$ cat src/sv/ccse_pkg.sv
`default_nettype none

package ccse_pkg;

  // Field widths fixed by the request and result formats
  localparam int FUNC_W      = 2;
  localparam int VAR_W       = 10;
  localparam int VAL_W       = 2;
  localparam int OUT_COUNT_W = 16;

  // Request function codes
  localparam logic [FUNC_W-1:0] FUNC_WRITE   = 2'd0;
  localparam logic [FUNC_W-1:0] FUNC_LITERAL = 2'd1;
  localparam logic [FUNC_W-1:0] FUNC_CLEAR   = 2'd2;

  // Three-valued assignment codes; the fourth code is never stored
  localparam logic [VAL_W-1:0] VAL_UNASSIGNED = 2'd0;
  localparam logic [VAL_W-1:0] VAL_TRUE       = 2'd1;
  localparam logic [VAL_W-1:0] VAL_FALSE      = 2'd2;
  localparam logic [VAL_W-1:0] VAL_RESERVED   = 2'd3;

  // Request held in the evaluation stage
  typedef struct packed {
    logic [FUNC_W-1:0] func;
    logic [VAR_W-1:0]  var_index;
    logic              positive;
    logic              last_literal;
    logic              in_range;
  } stage_t;

  // Clause status delivered to the result register
  typedef struct packed {
    logic                   clause_satisfied;
    logic                   clause_unit;
    logic                   clause_conflict;
    logic [VAR_W-1:0]       unit_var;
    logic                   unit_positive;
    logic [OUT_COUNT_W-1:0] satisfied_count;
    logic                   conflict_seen;
    logic                   all_satisfied;
  } result_t;

endpackage

`default_nettype wire

$ cat src/sv/cnf_clause_status_evaluator_unit.sv
// A final literal is held in the evaluation stage, then its result in the result register.
// Throughput: one request per cycle unless stalled; each touches the table at most once.
// Reset: synchronous; afterwards the table is swept to unassigned, one entry per cycle,
// over all min(NUM_VARS, 1024) entries (1024 at the defaults) while req_stall stays high.
// Counters, clause accumulators and both valid flags clear at reset.
`default_nettype none

module cnf_clause_status_evaluator_unit #(
  parameter int NUM_VARS   = 1024,
  parameter int COUNT_BITS = 16
) (
  input  wire logic                                clk,
  input  wire logic                                rst,
  input  wire logic                                req_valid,
  output logic                                     req_stall,
  input  wire logic [ccse_pkg::FUNC_W-1:0]         func,
  input  wire logic [ccse_pkg::VAR_W-1:0]          var_index,
  input  wire logic                                positive,
  input  wire logic [ccse_pkg::VAL_W-1:0]          new_value,
  input  wire logic                                last_literal,
  output logic                                     rsp_valid,
  input  wire logic                                rsp_stall,
  output logic                                     clause_satisfied,
  output logic                                     clause_unit,
  output logic                                     clause_conflict,
  output logic [ccse_pkg::VAR_W-1:0]               unit_var,
  output logic                                     unit_positive,
  output logic [ccse_pkg::OUT_COUNT_W-1:0]         satisfied_count,
  output logic                                     conflict_seen,
  output logic                                     all_satisfied
);

  localparam int INDEX_SPAN = 1 << ccse_pkg::VAR_W;
  localparam int DEPTH      = (NUM_VARS < INDEX_SPAN) ? NUM_VARS : INDEX_SPAN;
  localparam int ADDR_W     = $clog2(DEPTH);

  logic                         accept;
  logic                         in_range;
  logic [ADDR_W+ccse_pkg::VAR_W-1:0] index_ext;
  logic [ADDR_W-1:0]            index_addr;

  logic                         sweep_busy;
  logic [ADDR_W-1:0]            sweep_addr;

  logic                         ram_we;
  logic [ADDR_W-1:0]            ram_waddr;
  logic [ccse_pkg::VAL_W-1:0]   ram_wdata;
  logic                         ram_re;
  logic [ccse_pkg::VAL_W-1:0]   ram_rdata;

  logic                         stage_valid;
  ccse_pkg::stage_t             stage;
  logic                         stage_fire;
  logic                         emit;
  ccse_pkg::result_t            result;
  ccse_pkg::result_t            rsp;

  // Request handshake
  assign accept    = req_valid && !req_stall;
  assign req_stall = sweep_busy || (stage_valid && !stage_fire);

  // Table address
  assign in_range   = (32'(var_index) < NUM_VARS);
  assign index_ext  = {{ADDR_W{1'b0}}, var_index};
  assign index_addr = index_ext[ADDR_W-1:0];

  // Sweep the table to unassigned after reset
  always_ff @(posedge clk) begin
    if (rst) begin
      sweep_busy <= 1'b1;
      sweep_addr <= '0;
    end else if (sweep_busy) begin
      sweep_addr <= sweep_addr + 1'b1;
      if (sweep_addr == ADDR_W'(DEPTH - 1)) begin
        sweep_busy <= 1'b0;
      end
    end
  end

  // Writes land at acceptance; literals read at acceptance
  assign ram_we    = sweep_busy ||
                     (accept && (func == ccse_pkg::FUNC_WRITE) &&
                      (new_value != ccse_pkg::VAL_RESERVED) && in_range);
  assign ram_waddr = sweep_busy ? sweep_addr : index_addr;
  assign ram_wdata = sweep_busy ? ccse_pkg::VAL_UNASSIGNED : new_value;
  assign ram_re    = accept && (func == ccse_pkg::FUNC_LITERAL);

  ccse_ram #(
    .WIDTH (ccse_pkg::VAL_W),
    .DEPTH (DEPTH)
  ) u_table (
    .clk   (clk),
    .we    (ram_we),
    .waddr (ram_waddr),
    .wdata (ram_wdata),
    .re    (ram_re),
    .raddr (index_addr),
    .rdata (ram_rdata)
  );

  // Hold literal and clear requests for evaluation
  assign stage_fire = stage_valid && (!emit || !rsp_valid || !rsp_stall);

  always_ff @(posedge clk) begin
    if (rst) begin
      stage_valid <= 1'b0;
    end else if (accept) begin
      stage_valid <= (func == ccse_pkg::FUNC_LITERAL) || (func == ccse_pkg::FUNC_CLEAR);
    end else if (stage_fire) begin
      stage_valid <= 1'b0;
    end
  end

  always_ff @(posedge clk) begin
    if (accept) begin
      stage.func         <= func;
      stage.var_index    <= var_index;
      stage.positive     <= positive;
      stage.last_literal <= last_literal;
      stage.in_range     <= in_range;
    end
  end

  ccse_eval #(
    .COUNT_BITS (COUNT_BITS)
  ) u_eval (
    .clk    (clk),
    .rst    (rst),
    .fire   (stage_fire),
    .stage  (stage),
    .value  (ram_rdata),
    .emit   (emit),
    .result (result)
  );

  // Result register
  always_ff @(posedge clk) begin
    if (rst) begin
      rsp_valid <= 1'b0;
    end else if (stage_fire && emit) begin
      rsp_valid <= 1'b1;
    end else if (!rsp_stall) begin
      rsp_valid <= 1'b0;
    end
  end

  always_ff @(posedge clk) begin
    if (stage_fire && emit) begin
      rsp <= result;
    end
  end

  assign clause_satisfied = rsp.clause_satisfied;
  assign clause_unit      = rsp.clause_unit;
  assign clause_conflict  = rsp.clause_conflict;
  assign unit_var         = rsp.unit_var;
  assign unit_positive    = rsp.unit_positive;
  assign satisfied_count  = rsp.satisfied_count;
  assign conflict_seen    = rsp.conflict_seen;
  assign all_satisfied    = rsp.all_satisfied;

endmodule

`default_nettype wire

$ cat src/sv/ccse_ram.sv
`default_nettype none

module ccse_ram #(
  parameter int WIDTH = 2,
  parameter int DEPTH = 1024
) (
  input  wire logic                     clk,
  input  wire logic                     we,
  input  wire logic [$clog2(DEPTH)-1:0] waddr,
  input  wire logic [WIDTH-1:0]         wdata,
  input  wire logic                     re,
  input  wire logic [$clog2(DEPTH)-1:0] raddr,
  output logic      [WIDTH-1:0]         rdata
);

  logic [WIDTH-1:0] mem [DEPTH];

  // Write port
  always_ff @(posedge clk) begin
    if (we) begin
      mem[waddr] <= wdata;
    end
  end

  // Registered read port; data holds while no read is issued
  always_ff @(posedge clk) begin
    if (re) begin
      rdata <= mem[raddr];
    end
  end

endmodule

`default_nettype wire

$ cat src/sv/ccse_eval.sv
`default_nettype none

module ccse_eval #(
  parameter int COUNT_BITS = 16
) (
  input  wire logic                            clk,
  input  wire logic                            rst,
  input  wire logic                            fire,
  input  wire ccse_pkg::stage_t                stage,
  input  wire logic [ccse_pkg::VAL_W-1:0]      value,
  output logic                                 emit,
  output ccse_pkg::result_t                    result
);

  localparam logic [COUNT_BITS-1:0] SAT_MAX = {COUNT_BITS{1'b1}};

  // Clause accumulators
  logic                          any_true, any_true_next;
  logic [1:0]                    open_count, open_count_next;
  logic [ccse_pkg::VAR_W-1:0]    open_var, open_var_next;
  logic                          open_positive, open_positive_next;

  // Pass counters
  logic [COUNT_BITS-1:0]         sat_counter, sat_counter_next;
  logic                          conflict_flag, conflict_flag_next;
  logic                          unsat_flag, unsat_flag_next;

  logic [ccse_pkg::VAL_W-1:0]    lit_value;
  logic                          lit_true;
  logic                          acc_true;
  logic [1:0]                    acc_count;
  logic [ccse_pkg::VAR_W-1:0]    acc_var;
  logic                          acc_positive;
  logic                          sat, unit, conflict;
  logic [COUNT_BITS+ccse_pkg::OUT_COUNT_W-1:0] count_ext;

  assign emit = (stage.func == ccse_pkg::FUNC_LITERAL) && stage.last_literal;

  // Fold the current literal into the clause and close the clause on its last literal
  always_comb begin
    lit_value = stage.in_range ? value : ccse_pkg::VAL_UNASSIGNED;
    lit_true  = (stage.positive && (lit_value == ccse_pkg::VAL_TRUE)) ||
                (!stage.positive && (lit_value == ccse_pkg::VAL_FALSE));

    acc_true     = any_true | lit_true;
    acc_count    = open_count;
    acc_var      = open_var;
    acc_positive = open_positive;
    if (!lit_true && (lit_value == ccse_pkg::VAL_UNASSIGNED)) begin
      if (open_count == 2'd0) begin
        acc_var      = stage.var_index;
        acc_positive = stage.positive;
      end
      if (open_count != 2'd2) begin
        acc_count = open_count + 2'd1;
      end
    end

    sat      = acc_true;
    unit     = !acc_true && (acc_count == 2'd1);
    conflict = !acc_true && (acc_count == 2'd0);

    any_true_next      = any_true;
    open_count_next    = open_count;
    open_var_next      = open_var;
    open_positive_next = open_positive;
    sat_counter_next   = sat_counter;
    conflict_flag_next = conflict_flag;
    unsat_flag_next    = unsat_flag;

    case (stage.func)
      ccse_pkg::FUNC_LITERAL: begin
        if (stage.last_literal) begin
          any_true_next      = 1'b0;
          open_count_next    = 2'd0;
          open_var_next      = '0;
          open_positive_next = 1'b0;
          if (sat) begin
            if (sat_counter != SAT_MAX) begin
              sat_counter_next = sat_counter + 1'b1;
            end
          end else begin
            unsat_flag_next = 1'b1;
          end
          if (conflict) begin
            conflict_flag_next = 1'b1;
          end
        end else begin
          any_true_next      = acc_true;
          open_count_next    = acc_count;
          open_var_next      = acc_var;
          open_positive_next = acc_positive;
        end
      end
      ccse_pkg::FUNC_CLEAR: begin
        any_true_next      = 1'b0;
        open_count_next    = 2'd0;
        open_var_next      = '0;
        open_positive_next = 1'b0;
        sat_counter_next   = '0;
        conflict_flag_next = 1'b0;
        unsat_flag_next    = 1'b0;
      end
      default: begin
      end
    endcase

    count_ext = {{ccse_pkg::OUT_COUNT_W{1'b0}}, sat_counter_next};

    result.clause_satisfied = sat;
    result.clause_unit      = unit;
    result.clause_conflict  = conflict;
    result.unit_var         = unit ? acc_var : '0;
    result.unit_positive    = unit & acc_positive;
    result.satisfied_count  = count_ext[ccse_pkg::OUT_COUNT_W-1:0];
    result.conflict_seen    = conflict_flag_next;
    result.all_satisfied    = !unsat_flag_next;
  end

  // Advance accumulators and counters when the stage retires
  always_ff @(posedge clk) begin
    if (rst) begin
      any_true      <= 1'b0;
      open_count    <= 2'd0;
      open_var      <= '0;
      open_positive <= 1'b0;
      sat_counter   <= '0;
      conflict_flag <= 1'b0;
      unsat_flag    <= 1'b0;
    end else if (fire) begin
      any_true      <= any_true_next;
      open_count    <= open_count_next;
      open_var      <= open_var_next;
      open_positive <= open_positive_next;
      sat_counter   <= sat_counter_next;
      conflict_flag <= conflict_flag_next;
      unsat_flag    <= unsat_flag_next;
    end
  end

endmodule

`default_nettype wire
$ cat config.mk
export PLATFORM = sky130hd
export DESIGN_NAME = cnf_clause_status_evaluator_unit
export DESIGN_NICKNAME = d
export VERILOG_FILES = /design/src/sv/ccse_pkg.sv /design/src/sv/cnf_clause_status_evaluator_unit.sv /design/src/sv/ccse_ram.sv /design/src/sv/ccse_eval.sv
export SDC_FILE = /design/constraint.sdc
export NUM_CORES = 2
export LEC_CHECK = 0
export BUFFER_PORTS_ARGS = -buffer_cell sky130_fd_sc_hd__clkbuf_2
export CAP_MARGIN = 0
export CORE_MARGIN = 2
export CORE_UTILIZATION = 45
export DETAILED_ROUTE_END_ITERATION = 7
export HOLD_SLACK_MARGIN = 0.15
export PLACE_DENSITY_LB_ADDON = 0.15
export SETUP_SLACK_MARGIN = 0.4
export SKIP_CTS_REPAIR_TIMING = 1
export SYNTH_ARGS = -nofsm -noshare
export SYNTH_HDL_FRONTEND = slang
export SYNTH_SLANG_ARGS = --single-unit
$ cat constraint.sdc
create_clock -name clk -period 36.3 [get_ports clk]
set_input_delay 3.63 -clock clk [delete_from_list [all_inputs] [get_ports clk]]
set_output_delay 3.63 -clock clk [all_outputs]
set_load 0.005 [all_outputs]
# After elaboration in Yosys (flattened, before gate mapping)
# Memories as Yosys holds them, arrays and structs flattened. A register that Yosys moved wholly into a read port is not among the register bits.
# Index checks and enable logic that the tools add are counted.
# word_totals
register_bits,91
mem_bits_rw,2048
input_bits,20
output_inout_bits,34
word_cells,110
memories,1
# memory_table
memory,words,word_bits,rd,rd_clocked_by_memory_dff,wr,line,source
u_table.mem,1024,2,1,1,1,ccse_ram.sv:16,logic [WIDTH-1:0] mem [DEPTH];
# classes
n_addsub,3
n_eq_ne,12
n_mux,34
n_bitwise,2
reduce_logical,35
# op_table
cell,n
16-bit two-way mux,3
10-bit two-way mux,4
16-bit case mux with 2 select lines,1
10-bit case mux with 2 select lines,1
16-bit by 1-bit adder with 16-bit output (second input constant),1
1-bit two-way mux,16
16-bit != test (second input constant),1
1-bit logical AND,13
10-bit by 1-bit adder with 10-bit output (second input constant),1
10-bit equality test (second input constant),1
1-bit logical NOT,9
2-bit by 1-bit equality test with 1-bit output (second input constant),4
2-bit logical NOT,4
2-bit two-way mux,4
1-bit case mux with 2 select lines,4
2-bit equality test (second input constant),3
1-bit logical OR,6
2-bit != test (second input constant),2
2-bit case mux with 2 select lines,1
2-bit nonzero test,2
2-bit by 1-bit adder with 2-bit output (second input constant),1
2-bit by 1-bit != test with 1-bit output (second input constant),1
2-bit AND reduction,1
1-bit bitwise AND,1
1-bit OR,1

# Depth between registers and ports, before layout
# logic_depth
ltp_word,16
ltp_mapped,16
ltp_nobuf,9

# Hierarchy
# A second synthesis with hierarchy kept.
# hier_totals
hier_cells,5245
hier_area_um2,88230.9
# by_module_without_submodules
module,instances,cells_each,area_per_inst_um2,seq_area_each_um2
ccse_ram,1,4793,83777.8,61559.0
ccse_eval,1,319,2309.7,640.6
cnf_clause_status_evaluator_unit,1,133,2143.3,1641.6

# Worst setup path after synthesis
# OpenSTA, ideal clock, no wires.
# synth_path
kind,input port to flip-flop
start,input port new_value[0] (netlist name)
end,memory u_table.mem[0][0] (data pin)
arrival_ns,27.967
required_time_ns,31.126
path_slack_ns,3.159
stages,1
path_cell_list,nor2b_1
# synth_between
elab_chain_cells,1
# synth_rtl
element,line,source
from (decl),cnf_clause_status_evaluator_unit.sv:19,"input wire logic [ccse_pkg::VAL_W-1:0] new_value,"
2-bit two-way mux,cnf_clause_status_evaluator_unit.sv:85,assign ram_wdata = sweep_busy ? ccse_pkg::VAL_UNASSIGNED : new_value;
to (decl),ccse_ram.sv:16,
# Every way passes these cells.

==> out/metrics.yaml <==
status: "complete, no violations"
place_area_um2: 91100
cellPowerDensity_nw_per_um2: 52.0
cts.clk_slew.worst_paths_ns: 0.07
ir_worst_vdd_mv: 0.0517
synthMuxAreaShare_pct: 13.4
timing.rr.end: "u_table.mem[346][1]$_DFFE_PP_"
boundaryPins: 54
gr-usage-met1_pct: 36.6
vias: 50245
synth_seq_cells: 2141
power.leakage_nw: 30.7
hold-worst-slack_ns: 0.473
yosys.area.top_type: "edfxtp_1"
synth_edf_count: 2096
die_h_um: 447
cts_buffers: 220
hold_violations: 0
drv_slew: 0
synth-simple-area-share_pct: 7.63
synth_compound_area_share_pct: 3.79
drv_cap: 0
switchingPower_mw: 1.09
start_util_pct: 45.3
fillerInstances: 16236
grt_pass1_wl_um: 368000
clock_path_buffers: 3
clock_power_share_pct: 43.5
place_hpwl_um: 146000
final_cell_mix: "edfxtp_1, nor2_1, mux4_2"
endpoint: "u_table.rdata[0]$_DFFE_PP_"
grtUsageMet3_pct: 4.13
hold_class: "reg2reg"
startpoint: "var_index[0]"
cts-root-buf: "clkbuf_16"
first_iter_violations: 6623
vias_per_cell: 6.13
syn_inst: 5372
final_antenna_net_count: 0
max_freq_mhz: 119
seq_power_share_pct: 52.4
synth.avg_cell_area_um2: 16.4
criticalPathCategory: "in2reg"
drive_gt1_share_pct: 17.5
drt_pre_antenna_iters: 6
h-tree-depth: 4
dieArea_um2: 200000
setup_viol: 0
power.internal_mw: 4.01
syn-num-nets: 5399
ys.warnings.count: 0
place_congestion: 0.825
end_kind: "flip-flop"
cts_tree: "built"
worst_pin_slew_ns: 1.39
rsz0062_at_grt: "no"
synth-seq-area-share_pct: 72.3
combPwrFrac_pct: 4.1
die_w_um: 447
switching_share_pct: 21.4
critPathLaunchType: "input port"
placementRows: 162
seq_area_um2: 63800
async_reset_ff_share_pct: 0
grt_pass1_vias: 49707
finalNetCount: 5410
stdcell_area_um2: 98100
synthFlopType: "edfxtp_1"
r2r_slack_ns: 31.03
synth_top_family_by_area: "multiplexers"
multiInputGateArea_um2: 22300
grt-ovfl-total: 0
drcViolationCount: 0
skew_ns: 0.0324
cp_data_arrival_time_ns: 8.98
synth-xor-area-share_pct: 0.188
final_common_cell: "edfxtp_1"
rr_worst_depth: 5
grt_max_degree: 232
finalWirelength_um: 259000
avgRoutedWirePerCell_um: 31.6
synth.distinct_cells: 80
netlist_area_um2: 88300
max-slew-margin-rel_pct: 6.14
grt-busiest-layer: "met2"
use_met2_pct: 41.5
insertion_delay_ns: 0.87
finalWorstPathRequiredPeriod_ns: 8.38
r2r-start: "sweep_busy$_SDFF_PP1_"
required_ns: 36.89
cp_max_fo: 78
core_um2: 195000
synthAdderAreaFrac_pct: 0.0991
port_buffers: 53
finalCritPeriodShare_pct: 23.1
clock_sinks: 2141
antenna_found_initial: 14
netlist.area_leader.share_pct: 71.2
yosys-top-cells-area: "edfxtp_1, mux4_2, nor2_1"
area_growth_pct: 11.0
grt_util_all_layers_pct: 25.9
tns_ns: 0
## layout make-up
class                   count  area share [%]
diodes                      3         0.00765
clock buffers             290            6.01
clock inverters           123            1.13
inverters                  22          0.0855
multi-input cells        2792            22.8
flip-flops and latches   2141            65.1
well taps                2624            3.35
repair buffers            206            1.56
## flip-flops by register name, summed over array words and instances, names as in the netlist, 2 cells and up
register,cells
satisfied_count,16
stage,14
sweep_addr,10
u_eval.open_count,2
u_eval.open_var,10
u_eval.sat_counter,16
u_table.mem,2048
u_table.rdata,2
unit_var,10
## cells in the mapped netlist, types with 16 or more instances
cell type  number
clkbuf_1      263
nor2b_1        17
buf_6          46
buf_4          25
o21ai_0        46
buf_2          44
nand2b_1       36
a22oi_1        64
nor3_1         64
nand3_1        56
mux4_2        403
a211oi_1       16
dfxtp_1        45
o22ai_1        56
buf_1          22
nand4_1        24
mux2i_1       225
nor2_1       1157
edfxtp_1     2096
nand2_1       194
a21oi_1       100
o221ai_1       75
or3_1          17
inv_1          18
## routing by layer
layer  vias up  part of all wire (%)
met5         -                0.0093
li1      20951                     -
met2      2265                    48
met1     26650                    41
met3       375                   8.0
met4         4                   2.9
## worst max-delay path, stage by stage
cell       delay, ns
buf_8           0.60
buf_4           0.67
buf_4           0.72
buf_4           0.78
clkinv_1        0.62
nor3_1          0.31
a31o_2          0.13
a21oi_1         0.07
a311oi_1        0.61
nor3_1          0.15
nor3_1          0.29
o2111ai_1       0.18
## cell families (layout without fill, tap and decap cells)
| logic type | count (synthesis) | in the layout |
|---|---|---|
| xor+xnor | 19 | 19 |
| mux | 656 | 656 |
| buf+inv | 439 | 641 |
| simple gates | 1631 | 1631 |
| other cells | 0 | 3 |
| fa+ha+maj | 7 | 7 |
| flops | 2141 | 2141 |
| compound gates | 479 | 479 |
## per-stage QoR
stage               power, mW  cells  utilization [%]  setup slack (ns)
floorplan                2.86   5372                -              3.16
global placement         2.93   7784             46.7             27.02
detailed placement       2.93   7785             46.7             26.98
CTS                      5.13   8198             50.3             27.92
global route             5.23   8199             50.3             27.55
finish                   5.10   8201             50.3             27.92
## worst min-delay path by stage
stage	startpoint	end	cells past startpoint
5_1_grt	u_eval.conflict_flag$_SDFFE_PP0N_	u_eval.conflict_flag$_SDFFE_PP0N_	2
6_report	u_eval.conflict_flag$_SDFFE_PP0N_	u_eval.conflict_flag$_SDFFE_PP0N_	2
3_3_place_gp	u_eval.conflict_flag$_SDFFE_PP0N_	u_eval.conflict_flag$_SDFFE_PP0N_	2
2_1_floorplan	u_eval.conflict_flag$_SDFFE_PP0N_	u_eval.conflict_flag$_SDFFE_PP0N_	2
3_5_place_dp	u_eval.conflict_flag$_SDFFE_PP0N_	u_eval.conflict_flag$_SDFFE_PP0N_	2
4_1_cts	u_eval.conflict_flag$_SDFFE_PP0N_	u_eval.conflict_flag$_SDFFE_PP0N_	2
## power by group through the flow
stage               registers [mW]  logic [mW]  clock network [mW]
floorplan                     2.72       0.134                   0
global placement              2.73       0.209                   0
detailed placement            2.73       0.210                   0
CTS                           2.67       0.210                2.24
global route                  2.67       0.218                2.34
finish                        2.67       0.210                2.22
No activity file was read; power rests on OpenSTA's default activity.
